`config.mk`:
```
export PLATFORM = sky130hd
export DESIGN_NAME = software_timer_pool_flat
export DESIGN_NICKNAME = d
export VERILOG_FILES = /design/src/design/stp_pkg.sv /design/src/design/stp_if.sv /design/src/design/stp_front.sv /design/src/design/stp_back.sv /design/src/design/software_timer_pool.sv /design/src/flat_wrapper.sv
export SDC_FILE = /design/constraint.sdc
export NUM_CORES = 2
export LEC_CHECK = 0
export BUFFER_PORTS_ARGS = -buffer_cell sky130_fd_sc_hd__buf_2
export CAP_MARGIN = 20
export CORE_ASPECT_RATIO = 1.1
export CORE_MARGIN = 5
export CORE_UTILIZATION = 68
export CTS_BUF_LIST = sky130_fd_sc_hd__clkbuf_4
export DETAILED_ROUTE_END_ITERATION = 10
export PLACE_DENSITY = 0.83
export SLEW_MARGIN = 20
export SYNTH_ARGS = -nofsm -noshare
export SYNTH_HDL_FRONTEND = slang
export SYNTH_HIERARCHICAL = 1
export SYNTH_SLANG_ARGS = --single-unit
export TNS_END_PERCENT = 10
```
`constraint.sdc`:
```
create_clock -name clk -period 14.2 [get_ports clk]
set_clock_uncertainty 0.15 [all_clocks]
set_input_delay 2.84 -clock clk [delete_from_list [all_inputs] [get_ports clk]]
set_output_delay 2.84 -clock clk [all_outputs]
set_load 0.01 [all_outputs]
```
`src/design/stp_pkg.sv`:
```
`default_nettype none
// ----------------------------------------------------------------------------
// stp_pkg: shared types and codes for the software timer pool
// Operation, status and event codes, command and result records.
// ----------------------------------------------------------------------------
package stp_pkg;

	localparam int NUM_TIMERS = 32;
	localparam int SLOT_W     = $clog2(NUM_TIMERS);
	localparam int ID_W       = 6;
	localparam int CNT_W      = 32;
	localparam int QCNT_W     = SLOT_W + 1;

	typedef enum logic [2:0] {
		OP_TICK   = 3'd0,
		OP_ALLOC  = 3'd1,
		OP_FREE   = 3'd2,
		OP_START  = 3'd3,
		OP_STOP   = 3'd4,
		OP_RECONF = 3'd5,
		OP_QUERY  = 3'd6,
		OP_POP    = 3'd7
	} op_t;

	localparam logic [1:0] ST_OK      = 2'd0;
	localparam logic [1:0] ST_NO_FREE = 2'd1;
	localparam logic [1:0] ST_BAD_ID  = 2'd2;
	localparam logic [1:0] ST_EMPTY   = 2'd3;

	localparam logic [1:0] EV_RESP      = 2'd0;
	localparam logic [1:0] EV_EXPIRE    = 2'd1;
	localparam logic [1:0] EV_POPPED    = 2'd2;
	localparam logic [1:0] EV_TICK_DONE = 2'd3;

	localparam logic [1:0] TS_STOPPED = 2'd0;
	localparam logic [1:0] TS_RUNNING = 2'd1;
	localparam logic [1:0] TS_INVALID = 2'd2;

	localparam logic [1:0] MODE_FREE    = 2'd0;
	localparam logic [1:0] MODE_ONESHOT = 2'd1;
	localparam logic [1:0] MODE_CONT    = 2'd2;

	typedef struct packed {
		op_t               op;
		logic [ID_W-1:0]   id;
		logic              in_range;
		logic [SLOT_W-1:0] slot;
		logic [CNT_W-1:0]  period;
		logic              repeat_mode;
		logic              immediate_notify;
		logic              has_handler;
	} cmd_t;

	typedef struct packed {
		logic [ID_W-1:0] result_id;
		logic [1:0]      status;
		logic [1:0]      timer_state;
		logic [1:0]      event_kind;
		logic [ID_W-1:0] in_use;
		logic [ID_W-1:0] peak_in_use;
		logic            last;
	} result_t;

	typedef enum logic [2:0] {
		S_EXEC,
		S_START,
		S_TICK_RD,
		S_TICK_EX,
		S_TICK_DONE
	} back_state_t;

endpackage
`default_nettype wire

```
`src/design/stp_if.sv`:
```
`default_nettype none
// ----------------------------------------------------------------------------
// stp_if: request and response channels of the timer pool
// Valid/ready channels; a transfer happens when both are high.
// ----------------------------------------------------------------------------
interface stp_req_if;
	logic        valid;
	logic        ready;
	logic [2:0]  operation;
	logic [5:0]  timer_id;
	logic [31:0] period;
	logic        repeat_mode;
	logic        immediate_notify;
	logic        has_handler;
	modport source (output valid, operation, timer_id, period, repeat_mode,
		immediate_notify, has_handler, input ready);
	modport sink (input valid, operation, timer_id, period, repeat_mode,
		immediate_notify, has_handler, output ready);
endinterface

interface stp_rsp_if;
	logic       valid;
	logic       ready;
	logic [5:0] result_id;
	logic [1:0] status;
	logic [1:0] timer_state;
	logic [1:0] event_kind;
	logic [5:0] in_use;
	logic [5:0] peak_in_use;
	logic       last;
	modport source (output valid, result_id, status, timer_state, event_kind,
		in_use, peak_in_use, last, input ready);
	modport sink (input valid, result_id, status, timer_state, event_kind,
		in_use, peak_in_use, last, output ready);
endinterface
`default_nettype wire

```
`src/design/stp_front.sv`:
```
`default_nettype none
// ----------------------------------------------------------------------------
// stp_front: request intake
// Decodes the id range and slot, and holds commands in a two-entry queue.
// ----------------------------------------------------------------------------
module stp_front (
	input  wire logic       clk,
	input  wire logic       arst_n,
	stp_req_if.sink         req,
	output stp_pkg::cmd_t   cmd,
	output logic            cmd_valid,
	input  wire logic       cmd_pop
);
	stp_pkg::cmd_t cmd_q [2];
	logic          wr_ptr_q;
	logic          rd_ptr_q;
	logic [1:0]    cnt_q;
	stp_pkg::cmd_t new_cmd;
	logic          push;

	assign req.ready = (cnt_q != 2'd2);
	assign push      = req.valid && req.ready;
	assign cmd_valid = (cnt_q != 2'd0);
	assign cmd       = cmd_q[rd_ptr_q];

	always_comb begin
		new_cmd.op               = stp_pkg::op_t'(req.operation);
		new_cmd.id               = req.timer_id;
		new_cmd.in_range         = (req.timer_id >= stp_pkg::ID_W'(1)) &&
			(req.timer_id <= stp_pkg::ID_W'(stp_pkg::NUM_TIMERS));
		new_cmd.slot             = new_cmd.in_range ?
			stp_pkg::SLOT_W'(req.timer_id - stp_pkg::ID_W'(1)) : '0;
		new_cmd.period           = req.period[stp_pkg::CNT_W-1:0];
		new_cmd.repeat_mode      = req.repeat_mode;
		new_cmd.immediate_notify = req.immediate_notify;
		new_cmd.has_handler      = req.has_handler;
	end

	always_ff @(posedge clk) begin
		if (push) begin
			cmd_q[wr_ptr_q] <= new_cmd;
		end
	end

	always_ff @(posedge clk or negedge arst_n) begin
		if (!arst_n) begin
			wr_ptr_q <= 1'b0;
			rd_ptr_q <= 1'b0;
			cnt_q    <= 2'd0;
		end else begin
			if (push) wr_ptr_q <= ~wr_ptr_q;
			if (cmd_pop) rd_ptr_q <= ~rd_ptr_q;
			cnt_q <= cnt_q + 2'(push) - 2'(cmd_pop);
		end
	end
endmodule
`default_nettype wire

```
`src/design/stp_back.sv`:
```
`default_nettype none
// ----------------------------------------------------------------------------
// stp_back: timer table and command execution
// Runs commands against the slot table, walks slots on a tick, keeps the
// expiry queue and drives the response register.
// ----------------------------------------------------------------------------
module stp_back (
	input  wire logic       clk,
	input  wire logic       arst_n,
	input  wire stp_pkg::cmd_t cmd,
	input  wire logic       cmd_valid,
	output logic            cmd_pop,
	stp_rsp_if.source       rsp
);
	localparam int N  = stp_pkg::NUM_TIMERS;
	localparam int SW = stp_pkg::SLOT_W;
	localparam int IW = stp_pkg::ID_W;
	localparam int CW = stp_pkg::CNT_W;
	localparam int QW = stp_pkg::QCNT_W;

	logic [CW-1:0] per_mem [N];
	logic [CW-1:0] cnt_mem [N];
	logic [CW-1:0] per_rd_q, cnt_rd_q;
	logic [SW-1:0] rd_idx;
	logic          per_we, cnt_we;
	logic [SW-1:0] per_wa, cnt_wa;
	logic [CW-1:0] per_wd, cnt_wd;

	logic [1:0]    mode_q [N];
	logic [1:0]    mode_d [N];
	logic [N-1:0]  imm_q, imm_d, hnd_q, hnd_d, run_q, run_d, pend_q, pend_d;
	logic [IW-1:0] pq_q [N];
	logic [IW-1:0] pq_d [N];
	logic [QW-1:0] pq_cnt_q, pq_cnt_d;
	logic [IW-1:0] use_q, use_d, peak_q, peak_d;
	logic [SW-1:0] tick_i_q, tick_i_d;
	stp_pkg::back_state_t st_q, st_d;
	logic             ovld_q, ovld_d;
	stp_pkg::result_t ores_q, ores_d;

	logic          out_free, emit, free_any, cmd_ok;
	logic [SW-1:0] free_idx;
	logic [CW-1:0] norm_per;
	logic [IW-1:0] cx_id;
	logic [N-1:0]  cx_mask, cx_pre;
	logic [IW-1:0] cx_q [N];
	logic          cx_hit;
	logic [SW-1:0] j;
	logic          act, expire, emit_exp;

	assign out_free        = !ovld_q || rsp.ready;
	assign rsp.valid       = ovld_q;
	assign rsp.result_id   = ores_q.result_id;
	assign rsp.status      = ores_q.status;
	assign rsp.timer_state = ores_q.timer_state;
	assign rsp.event_kind  = ores_q.event_kind;
	assign rsp.in_use      = ores_q.in_use;
	assign rsp.peak_in_use = ores_q.peak_in_use;
	assign rsp.last        = ores_q.last;

	assign norm_per = (cmd.period == '0) ? CW'(1) : cmd.period;
	assign cmd_ok   = cmd.in_range && (mode_q[cmd.slot] != stp_pkg::MODE_FREE);
	assign rd_idx   = (st_q == stp_pkg::S_TICK_RD || st_q == stp_pkg::S_TICK_EX)
		? tick_i_q : cmd.slot;
	assign j        = tick_i_q;

	always_comb begin
		free_any = 1'b0;
		free_idx = '0;
		for (int k = N - 1; k >= 0; k--) begin
			if (mode_q[k] == stp_pkg::MODE_FREE) begin
				free_any = 1'b1;
				free_idx = SW'(k);
			end
		end
	end

	// cancel: drop the matching queue entry and close the gap
	always_comb begin
		cx_id = IW'(cmd.slot) + IW'(1);
		for (int k = 0; k < N; k++) begin
			cx_mask[k] = (pq_q[k] == cx_id) && (QW'(k) < pq_cnt_q);
		end
		cx_pre[0] = cx_mask[0];
		for (int k = 1; k < N; k++) cx_pre[k] = cx_pre[k-1] | cx_mask[k];
		for (int k = 0; k < N; k++) begin
			if (cx_pre[k] && k < N - 1) cx_q[k] = pq_q[(k < N - 1) ? k + 1 : k];
			else cx_q[k] = pq_q[k];
		end
		cx_hit = cx_pre[N-1];
	end

	always_comb begin
		mode_d   = mode_q;
		imm_d    = imm_q;
		hnd_d    = hnd_q;
		run_d    = run_q;
		pend_d   = pend_q;
		pq_d     = pq_q;
		pq_cnt_d = pq_cnt_q;
		use_d    = use_q;
		peak_d   = peak_q;
		tick_i_d = tick_i_q;
		st_d     = st_q;
		cmd_pop  = 1'b0;
		emit     = 1'b0;
		per_we   = 1'b0;
		per_wa   = cmd.slot;
		per_wd   = norm_per;
		cnt_we   = 1'b0;
		cnt_wa   = cmd.slot;
		cnt_wd   = per_rd_q;
		ores_d   = ores_q;
		ores_d.timer_state = stp_pkg::TS_STOPPED;
		ores_d.event_kind  = stp_pkg::EV_RESP;
		ores_d.status      = stp_pkg::ST_OK;
		ores_d.last        = 1'b1;
		ores_d.result_id   = cmd.id;
		act      = (mode_q[j] != stp_pkg::MODE_FREE) && run_q[j];
		expire   = act && (cnt_rd_q == '0);
		emit_exp = expire && hnd_q[j] && imm_q[j];

		unique case (st_q)
			stp_pkg::S_EXEC: begin
				if (cmd_valid && cmd.op == stp_pkg::OP_TICK) begin
					tick_i_d = '0;
					st_d     = stp_pkg::S_TICK_RD;
				end else if (cmd_valid && out_free) begin
					cmd_pop = 1'b1;
					emit    = 1'b1;
					unique case (cmd.op)
						stp_pkg::OP_ALLOC: begin
							if (free_any) begin
								per_we = 1'b1;
								per_wa = free_idx;
								cnt_we = 1'b1;
								cnt_wa = free_idx;
								cnt_wd = norm_per - CW'(1);
								mode_d[free_idx] = cmd.repeat_mode ?
									stp_pkg::MODE_CONT : stp_pkg::MODE_ONESHOT;
								imm_d[free_idx]  = cmd.immediate_notify;
								hnd_d[free_idx]  = cmd.has_handler;
								run_d[free_idx]  = 1'b0;
								pend_d[free_idx] = 1'b0;
								use_d = use_q + IW'(1);
								if (use_d > peak_q) peak_d = use_d;
								ores_d.result_id = IW'(free_idx) + IW'(1);
							end else begin
								ores_d.result_id = '0;
								ores_d.status    = stp_pkg::ST_NO_FREE;
							end
						end
						stp_pkg::OP_QUERY: begin
							if (!cmd.in_range) begin
								ores_d.result_id   = '0;
								ores_d.status      = stp_pkg::ST_BAD_ID;
								ores_d.timer_state = stp_pkg::TS_INVALID;
							end else if (!cmd_ok) begin
								ores_d.timer_state = stp_pkg::TS_INVALID;
							end else begin
								ores_d.timer_state = run_q[cmd.slot] ?
									stp_pkg::TS_RUNNING : stp_pkg::TS_STOPPED;
							end
						end
						stp_pkg::OP_POP: begin
							if (pq_cnt_q == '0) begin
								ores_d.result_id = '0;
								ores_d.status    = stp_pkg::ST_EMPTY;
							end else begin
								ores_d.result_id  = pq_q[0];
								ores_d.event_kind = stp_pkg::EV_POPPED;
								pend_d[SW'(pq_q[0] - IW'(1))] = 1'b0;
								for (int k = 0; k < N - 1; k++) pq_d[k] = pq_q[k+1];
								pq_cnt_d = pq_cnt_q - QW'(1);
							end
						end
						default: begin
							if (!cmd_ok) begin
								ores_d.result_id = '0;
								ores_d.status    = stp_pkg::ST_BAD_ID;
							end else if (cmd.op == stp_pkg::OP_START) begin
								cmd_pop = 1'b0;
								emit    = 1'b0;
								st_d    = stp_pkg::S_START;
							end else begin
								run_d[cmd.slot] = 1'b0;
								if (pend_q[cmd.slot]) begin
									pend_d[cmd.slot] = 1'b0;
									if (cx_hit) begin
										pq_d     = cx_q;
										pq_cnt_d = pq_cnt_q - QW'(1);
									end
								end
								if (cmd.op == stp_pkg::OP_FREE) begin
									mode_d[cmd.slot] = stp_pkg::MODE_FREE;
									if (use_q != '0) use_d = use_q - IW'(1);
								end else if (cmd.op == stp_pkg::OP_RECONF) begin
									per_we = 1'b1;
									hnd_d[cmd.slot] = cmd.has_handler;
								end
							end
						end
					endcase
				end
			end
			stp_pkg::S_START: begin
				if (out_free) begin
					cnt_we  = 1'b1;
					run_d[cmd.slot] = 1'b1;
					emit    = 1'b1;
					cmd_pop = 1'b1;
					st_d    = stp_pkg::S_EXEC;
				end
			end
			stp_pkg::S_TICK_RD: begin
				st_d = stp_pkg::S_TICK_EX;
			end
			stp_pkg::S_TICK_EX: begin
				if (!emit_exp || out_free) begin
					cnt_wa = j;
					if (expire) begin
						if (mode_q[j] == stp_pkg::MODE_CONT) begin
							cnt_we = 1'b1;
							cnt_wd = per_rd_q - CW'(1);
						end else begin
							run_d[j] = 1'b0;
						end
						if (hnd_q[j] && !imm_q[j] && !pend_q[j]) begin
							pq_d[pq_cnt_q[SW-1:0]] = IW'(j) + IW'(1);
							pq_cnt_d  = pq_cnt_q + QW'(1);
							pend_d[j] = 1'b1;
						end
					end else if (act) begin
						cnt_we = 1'b1;
						cnt_wd = cnt_rd_q - CW'(1);
					end
					if (emit_exp) begin
						emit = 1'b1;
						ores_d.result_id  = IW'(j) + IW'(1);
						ores_d.event_kind = stp_pkg::EV_EXPIRE;
						ores_d.last       = 1'b0;
					end
					if (j == SW'(N - 1)) begin
						st_d = stp_pkg::S_TICK_DONE;
					end else begin
						tick_i_d = j + SW'(1);
						st_d     = stp_pkg::S_TICK_RD;
					end
				end
			end
			stp_pkg::S_TICK_DONE: begin
				if (out_free) begin
					emit    = 1'b1;
					cmd_pop = 1'b1;
					ores_d.result_id  = '0;
					ores_d.event_kind = stp_pkg::EV_TICK_DONE;
					st_d = stp_pkg::S_EXEC;
				end
			end
			default: st_d = stp_pkg::S_EXEC;
		endcase

		ores_d.in_use      = use_d;
		ores_d.peak_in_use = peak_d;
		if (!emit) ores_d = ores_q;
		ovld_d = emit ? 1'b1 : (rsp.ready ? 1'b0 : ovld_q);
	end

	always_ff @(posedge clk) begin
		if (per_we) per_mem[per_wa] <= per_wd;
		if (cnt_we) cnt_mem[cnt_wa] <= cnt_wd;
		per_rd_q <= per_mem[rd_idx];
		cnt_rd_q <= cnt_mem[rd_idx];
		pq_q     <= pq_d;
		ores_q   <= ores_d;
	end

	always_ff @(posedge clk or negedge arst_n) begin
		if (!arst_n) begin
			for (int k = 0; k < N; k++) mode_q[k] <= stp_pkg::MODE_FREE;
			imm_q    <= '0;
			hnd_q    <= '0;
			run_q    <= '0;
			pend_q   <= '0;
			pq_cnt_q <= '0;
			use_q    <= '0;
			peak_q   <= '0;
			tick_i_q <= '0;
			st_q     <= stp_pkg::S_EXEC;
			ovld_q   <= 1'b0;
		end else begin
			mode_q   <= mode_d;
			imm_q    <= imm_d;
			hnd_q    <= hnd_d;
			run_q    <= run_d;
			pend_q   <= pend_d;
			pq_cnt_q <= pq_cnt_d;
			use_q    <= use_d;
			peak_q   <= peak_d;
			tick_i_q <= tick_i_d;
			st_q     <= st_d;
			ovld_q   <= ovld_d;
		end
	end
endmodule
`default_nettype wire

```
`src/design/software_timer_pool.sv`:
```
`default_nettype none
// ----------------------------------------------------------------------------
// software_timer_pool: pool of 32 countdown timers
// A tick walks all 32 slots, reading each from the count/period memory and
// then updating it, and can wait on the response side; start passes through
// S_START; other non-tick operations answer in S_EXEC. Immediate expiries
// come out in slot order before the tick-done response. A two-entry command
// queue takes new requests while the table is busy.
// ----------------------------------------------------------------------------
module software_timer_pool (
	input  wire logic clk,
	input  wire logic arst_n,
	stp_req_if.sink   req,
	stp_rsp_if.source rsp
);
	stp_pkg::cmd_t cmd;
	logic          cmd_valid;
	logic          cmd_pop;

	stp_front u_front (
		.clk       (clk),
		.arst_n    (arst_n),
		.req       (req),
		.cmd       (cmd),
		.cmd_valid (cmd_valid),
		.cmd_pop   (cmd_pop)
	);

	stp_back u_back (
		.clk       (clk),
		.arst_n    (arst_n),
		.cmd       (cmd),
		.cmd_valid (cmd_valid),
		.cmd_pop   (cmd_pop),
		.rsp       (rsp)
	);
endmodule
`default_nettype wire

```
`src/flat_wrapper.sv`:
```
// flat-port wrapper written by rule: the top's interface ports become plain ports
module software_timer_pool_flat 
  (clk, arst_n, req_valid, req_operation, req_timer_id, req_period, req_repeat_mode, req_immediate_notify, req_has_handler, req_ready, rsp_valid, rsp_result_id, rsp_status, rsp_timer_state, rsp_event_kind, rsp_in_use, rsp_peak_in_use, rsp_last, rsp_ready);
  stp_req_if req_i ();
  stp_rsp_if rsp_i ();
  input  wire logic clk;
  input  wire logic arst_n;
  input wire logic [$bits(req_i.valid)-1:0] req_valid;
  input wire logic [$bits(req_i.operation)-1:0] req_operation;
  input wire logic [$bits(req_i.timer_id)-1:0] req_timer_id;
  input wire logic [$bits(req_i.period)-1:0] req_period;
  input wire logic [$bits(req_i.repeat_mode)-1:0] req_repeat_mode;
  input wire logic [$bits(req_i.immediate_notify)-1:0] req_immediate_notify;
  input wire logic [$bits(req_i.has_handler)-1:0] req_has_handler;
  output wire logic [$bits(req_i.ready)-1:0] req_ready;
  output wire logic [$bits(rsp_i.valid)-1:0] rsp_valid;
  output wire logic [$bits(rsp_i.result_id)-1:0] rsp_result_id;
  output wire logic [$bits(rsp_i.status)-1:0] rsp_status;
  output wire logic [$bits(rsp_i.timer_state)-1:0] rsp_timer_state;
  output wire logic [$bits(rsp_i.event_kind)-1:0] rsp_event_kind;
  output wire logic [$bits(rsp_i.in_use)-1:0] rsp_in_use;
  output wire logic [$bits(rsp_i.peak_in_use)-1:0] rsp_peak_in_use;
  output wire logic [$bits(rsp_i.last)-1:0] rsp_last;
  input wire logic [$bits(rsp_i.ready)-1:0] rsp_ready;
  assign req_i.valid = req_valid;
  assign req_i.operation = req_operation;
  assign req_i.timer_id = req_timer_id;
  assign req_i.period = req_period;
  assign req_i.repeat_mode = req_repeat_mode;
  assign req_i.immediate_notify = req_immediate_notify;
  assign req_i.has_handler = req_has_handler;
  assign req_ready = req_i.ready;
  assign rsp_valid = rsp_i.valid;
  assign rsp_result_id = rsp_i.result_id;
  assign rsp_status = rsp_i.status;
  assign rsp_timer_state = rsp_i.timer_state;
  assign rsp_event_kind = rsp_i.event_kind;
  assign rsp_in_use = rsp_i.in_use;
  assign rsp_peak_in_use = rsp_i.peak_in_use;
  assign rsp_last = rsp_i.last;
  assign rsp_i.ready = rsp_ready;
  software_timer_pool u_core (.clk(clk), .arst_n(arst_n), .req(req_i), .rsp(rsp_i));
endmodule
```
==> results.json <==
{
  "outcome": "finished, final reports clean",
  "die_area_um2": 178000,
  "drv_slew": 0,
  "setup_tns_ns": 0,
  "core_um2": 168000,
  "clock_path_buffers": 4,
  "endpoint_kind": "register",
  "final_nets": 8090,
  "syn_avg_cell_area_um2": 15.1,
  "syn-num-nets": 7723,
  "synth.largest_area_cell": "edfxtp_1",
  "grt_pass1_vias": 77400,
  "vias_per_cell": 7.31,
  "fp.dieW_um": 402,
  "cap_viol_max_count": 0,
  "start_util_pct": 68.3,
  "synth_edf_count": 2365,
  "fp.dieH_um": 441,
  "synth_compound_area_share_pct": 6.78,
  "cts_setup_buffers": 0,
  "hp-start": "u_core/u_front/cnt_q[1]",
  "dp_hpwl_um": 215000,
  "crit_family": "simple AND/OR/NAND/NOR gates",
  "drc": 0,
  "cts_tree": "done",
  "finalCriticalPeriod_ns": 7.56,
  "synthTopCellsByCount": "edfxtp_1, nand2_1, mux4_2",
  "h-tree-depth": 6,
  "power_leakage_nw": 42.4,
  "setup_viol": 0,
  "netlist.area_leader.share_pct": 61.7,
  "power_density_nw_per_um2": 127,
  "synthCells": 7641,
  "critPathLaunchType": "register",
  "drtIter0Drc": 13700,
  "switching_power_mw": 4.00,
  "syn_area_um2": 115000,
  "max_freq_mhz": 132,
  "yosys.area_share.simple_pct": 8.35,
  "path_clk_slew_ns": 0.08,
  "r2r-start": "u_core/u_back/j[1]",
  "cpPeakStageDelay_ns": 1.08,
  "routed_wl_um": 368000,
  "ys_seq_elements": 2652,
  "hold_path_class": "reg -> reg",
  "dp.cells": 9590,
  "async_flop_share_pct": 8.41,
  "fin_crit_sh_pct": 53.2,
  "min_to": "u_core/u_front/cnt_q[1]",
  "pwr-share-clk_pct": 39.5,
  "layout-drive-gt1-share_pct": 24.4,
  "cp_num_cells": 11,
  "wl_per_cell_um": 34.2,
  "clk_latency_ns": 1.54,
  "rr_endpoint": "u_core/u_back/cnt_mem[10][17]",
  "cts.repair.resized": 0,
  "tightest_slew_ns": 1.23,
  "pwr-share-comb_pct": 6.9,
  "num_rows": 158,
  "power_mw": 16.2,
  "synth.area.mux_share_pct": 12.7,
  "cts_sinks": 2652,
  "synth_cell_types": 98,
  "crit_top_cell": "buf_4",
  "hold_violations": 0,
  "crit_type": "reg -> reg",
  "ios": 75,
  "worst_ep_required_time_ns": 15.08,
  "rrSetupSlack_ns": 6.64,
  "maxSlewHeadroom_pct": 17.7,
  "antenna_left": 0,
  "rsz0062_at_grt": "false",
  "crit_path_top_delay_cell": "nor2_4",
  "synth_adder_area_share_pct": 0.370,
  "min_path_cells": 1,
  "area_growth_pct": 10.4,
  "reg2regPathDepth": 11,
  "cts_hold_buf": 0,
  "cp_cell_sequence": "buf_4 -> mux2i_1 -> o22ai_1 -> nor4_1 -> nand2_1 -> o21a_1 -> buf_4 -> a21oi_2 -> o211ai_1 -> nand4bb_1 -> nor2_4",
  "yosysWarningCount": 6,
  "grt_max_degree": 234,
  "antenna_found_initial": 20,
  "cp_num_buf_inv": 2,
  "yosys_most_used_dff": "edfxtp_1",
  "drtPass1Iterations": 11,
  "gp_congestion": 1.01,
  "vdd_ir_drop_max_v": 0.000199,
  "root_buffer": "clkbuf_4",
  "portBuffers": 74,
  "ys_top_cells_by_area": "edfxtp_1, mux4_2, dfrtp_1",
  "cts_buffers": 639,
  "crit_fanout": 55,
  "pwr-share-seq_pct": 53.6,
  "synth_xor_area_share_pct": 1.96,
  "synth_top_family_by_area": "multiplexers",
  "overflow": 0,
  "grt_use_total_pct": 40.4,
  "synth.most_common_cell": "edfxtp_1",
  "worstPathArrival_ns": 8.44,
  "p_int_mw": 12.2,
  "fin_cells": 10700,
  "switching_share_pct": 24.7,
  "vias": 78400,
  "ys_seq_area_share_pct": 67.7,
  "grt_pass1_wl_um": 517000
}
==> metrics by stage <==
stage / worst slack [ns] / hold WS, ns / instance area [um^2] / util [%]
finish: 6.64 / 0.356 / 127000 / 75.4
floorplan: 6.23 / 0.310 / 115000 / -
global placement: 6.36 / 0.326 / 118000 / 70.3
CTS: 6.88 / 0.356 / 127000 / 75.1
global route: 6.48 / 0.362 / 127000 / 75.4
detailed placement: 6.15 / 0.340 / 118000 / 70.3
==> layout make-up <==
cell class | count | area (um^2)
Multi-Input combinational cell | 4348 | 35600
Clock buffer | 939 | 7050
Tap cell | 2240 | 2800
Clock inverter | 166 | 1030
Antenna cell | 19 | 47.5
Timing Repair Buffer | 260 | 2210
Fill cell | 9467 | 41400
Inverter | 107 | 402
Sequential cell | 2652 | 77900
==> kinds of logic (layout without fill, tap and decap cells) <==
family	Yosys count	count (layout)
AO/OA/AOI/OAI	1201	1201
multiplexers	771	771
other	0	19
adder cells (fa/ha/maj)	34	34
XOR/XNOR	250	250
flip-flops	2652	2652
buffers and inverters	641	1472
AND/OR/NAND/NOR	2092	2092
==> worst max-delay path by stage <==
stage | endpoint | slack (ns) | startpoint
floorplan | u_core/u_back/cnt_mem[5][0] | 6.23 | rsp_ready
global placement | u_core/u_back/cnt_mem[18][13] | 6.36 | rsp_ready
detailed placement | u_core/u_back/cnt_mem[18][8] | 6.15 | rsp_ready
CTS | u_core/u_back/cnt_mem[10][17] | 6.88 | u_core/u_back/j[1]
global route | u_core/u_back/cnt_mem[8][17] | 6.48 | u_core/u_back/j[1]
finish | u_core/u_back/cnt_mem[10][17] | 6.64 | u_core/u_back/j[1]
==> placed cells by master (no fill, tap or decap), types with 20 or more instances in the layout <==
| cell | instances |
|---|---|
| mux4_2 | 535 |
| nor2_1 | 239 |
| a2111oi_0 | 20 |
| a31oi_1 | 46 |
| a21oi_1 | 291 |
| nand4_1 | 24 |
| buf_4 | 158 |
| clkinv_1 | 121 |
| xor2_1 | 74 |
| nand3_1 | 424 |
| mux2_2 | 118 |
| o21ai_0 | 281 |
| o22ai_1 | 115 |
| a22oi_1 | 21 |
| edfxtp_1 | 2365 |
| inv_1 | 106 |
| a211oi_1 | 35 |
| o211ai_1 | 25 |
| mux2i_1 | 113 |
| a22o_1 | 139 |
| nor3_1 | 152 |
| or4_1 | 21 |
| a221oi_1 | 51 |
| and3_1 | 31 |
| nand2b_1 | 30 |
| nand2_1 | 905 |
| and2_1 | 27 |
| nor4_1 | 48 |
| nor2_4 | 50 |
| buf_2 | 73 |
| ha_1 | 32 |
| xnor2_1 | 169 |
| clkbuf_4 | 939 |
| dfxtp_1 | 64 |
| dfrtp_1 | 221 |
==> power by group through the flow <==
stage / sequential, mW / combinational, mW / clock (mW)
final: 8.66 / 1.11 / 6.39
after CTS: 8.66 / 1.05 / 6.40
after global routing: 8.66 / 1.13 / 6.90
after floorplan: 8.82 / 0.598 / 0
after detailed placement: 8.83 / 1.05 / 0
after global placement: 8.82 / 1.02 / 0
==> state kept, by name (all words and copies together) (netlist names), 3 cells and up <==
name and count:
u_core/u_back/rsp.peak_in_use 6, u_core/u_back/cnt_rd_q 32, u_core/u_back/cx_q 6, u_core/u_back/use_q 6, u_core/u_back/rsp.result_id 6, u_core/u_back/j 5
u_core/u_back/peak_q 6, u_core/u_back/cnt_mem 1024, u_core/u_back/imm_q 32, u_core/u_front/cmd_q 100, u_core/u_back/per_mem 1024, u_core/u_back/rsp.in_use 6
u_core/u_back/pq_cnt_q 6, u_core/u_back/pq_q 186, u_core/u_back/mode_q 64, u_core/u_back/per_rd_q 32, u_core/u_back/hnd_q 32, u_core/u_back/pend_q 32
u_core/u_back/run_q 32, u_core/u_back/st_q 3
==> routing by layer <==
metal	routed length, um	share of wire, %	global-route usage [%]
met1	114000	31	50.4
met2	169000	46	61.2
met3	51500	14	11.5
met4	33200	9.0	30.1
met5	68	0.019	0
Power figures use the tool's default switching activity.
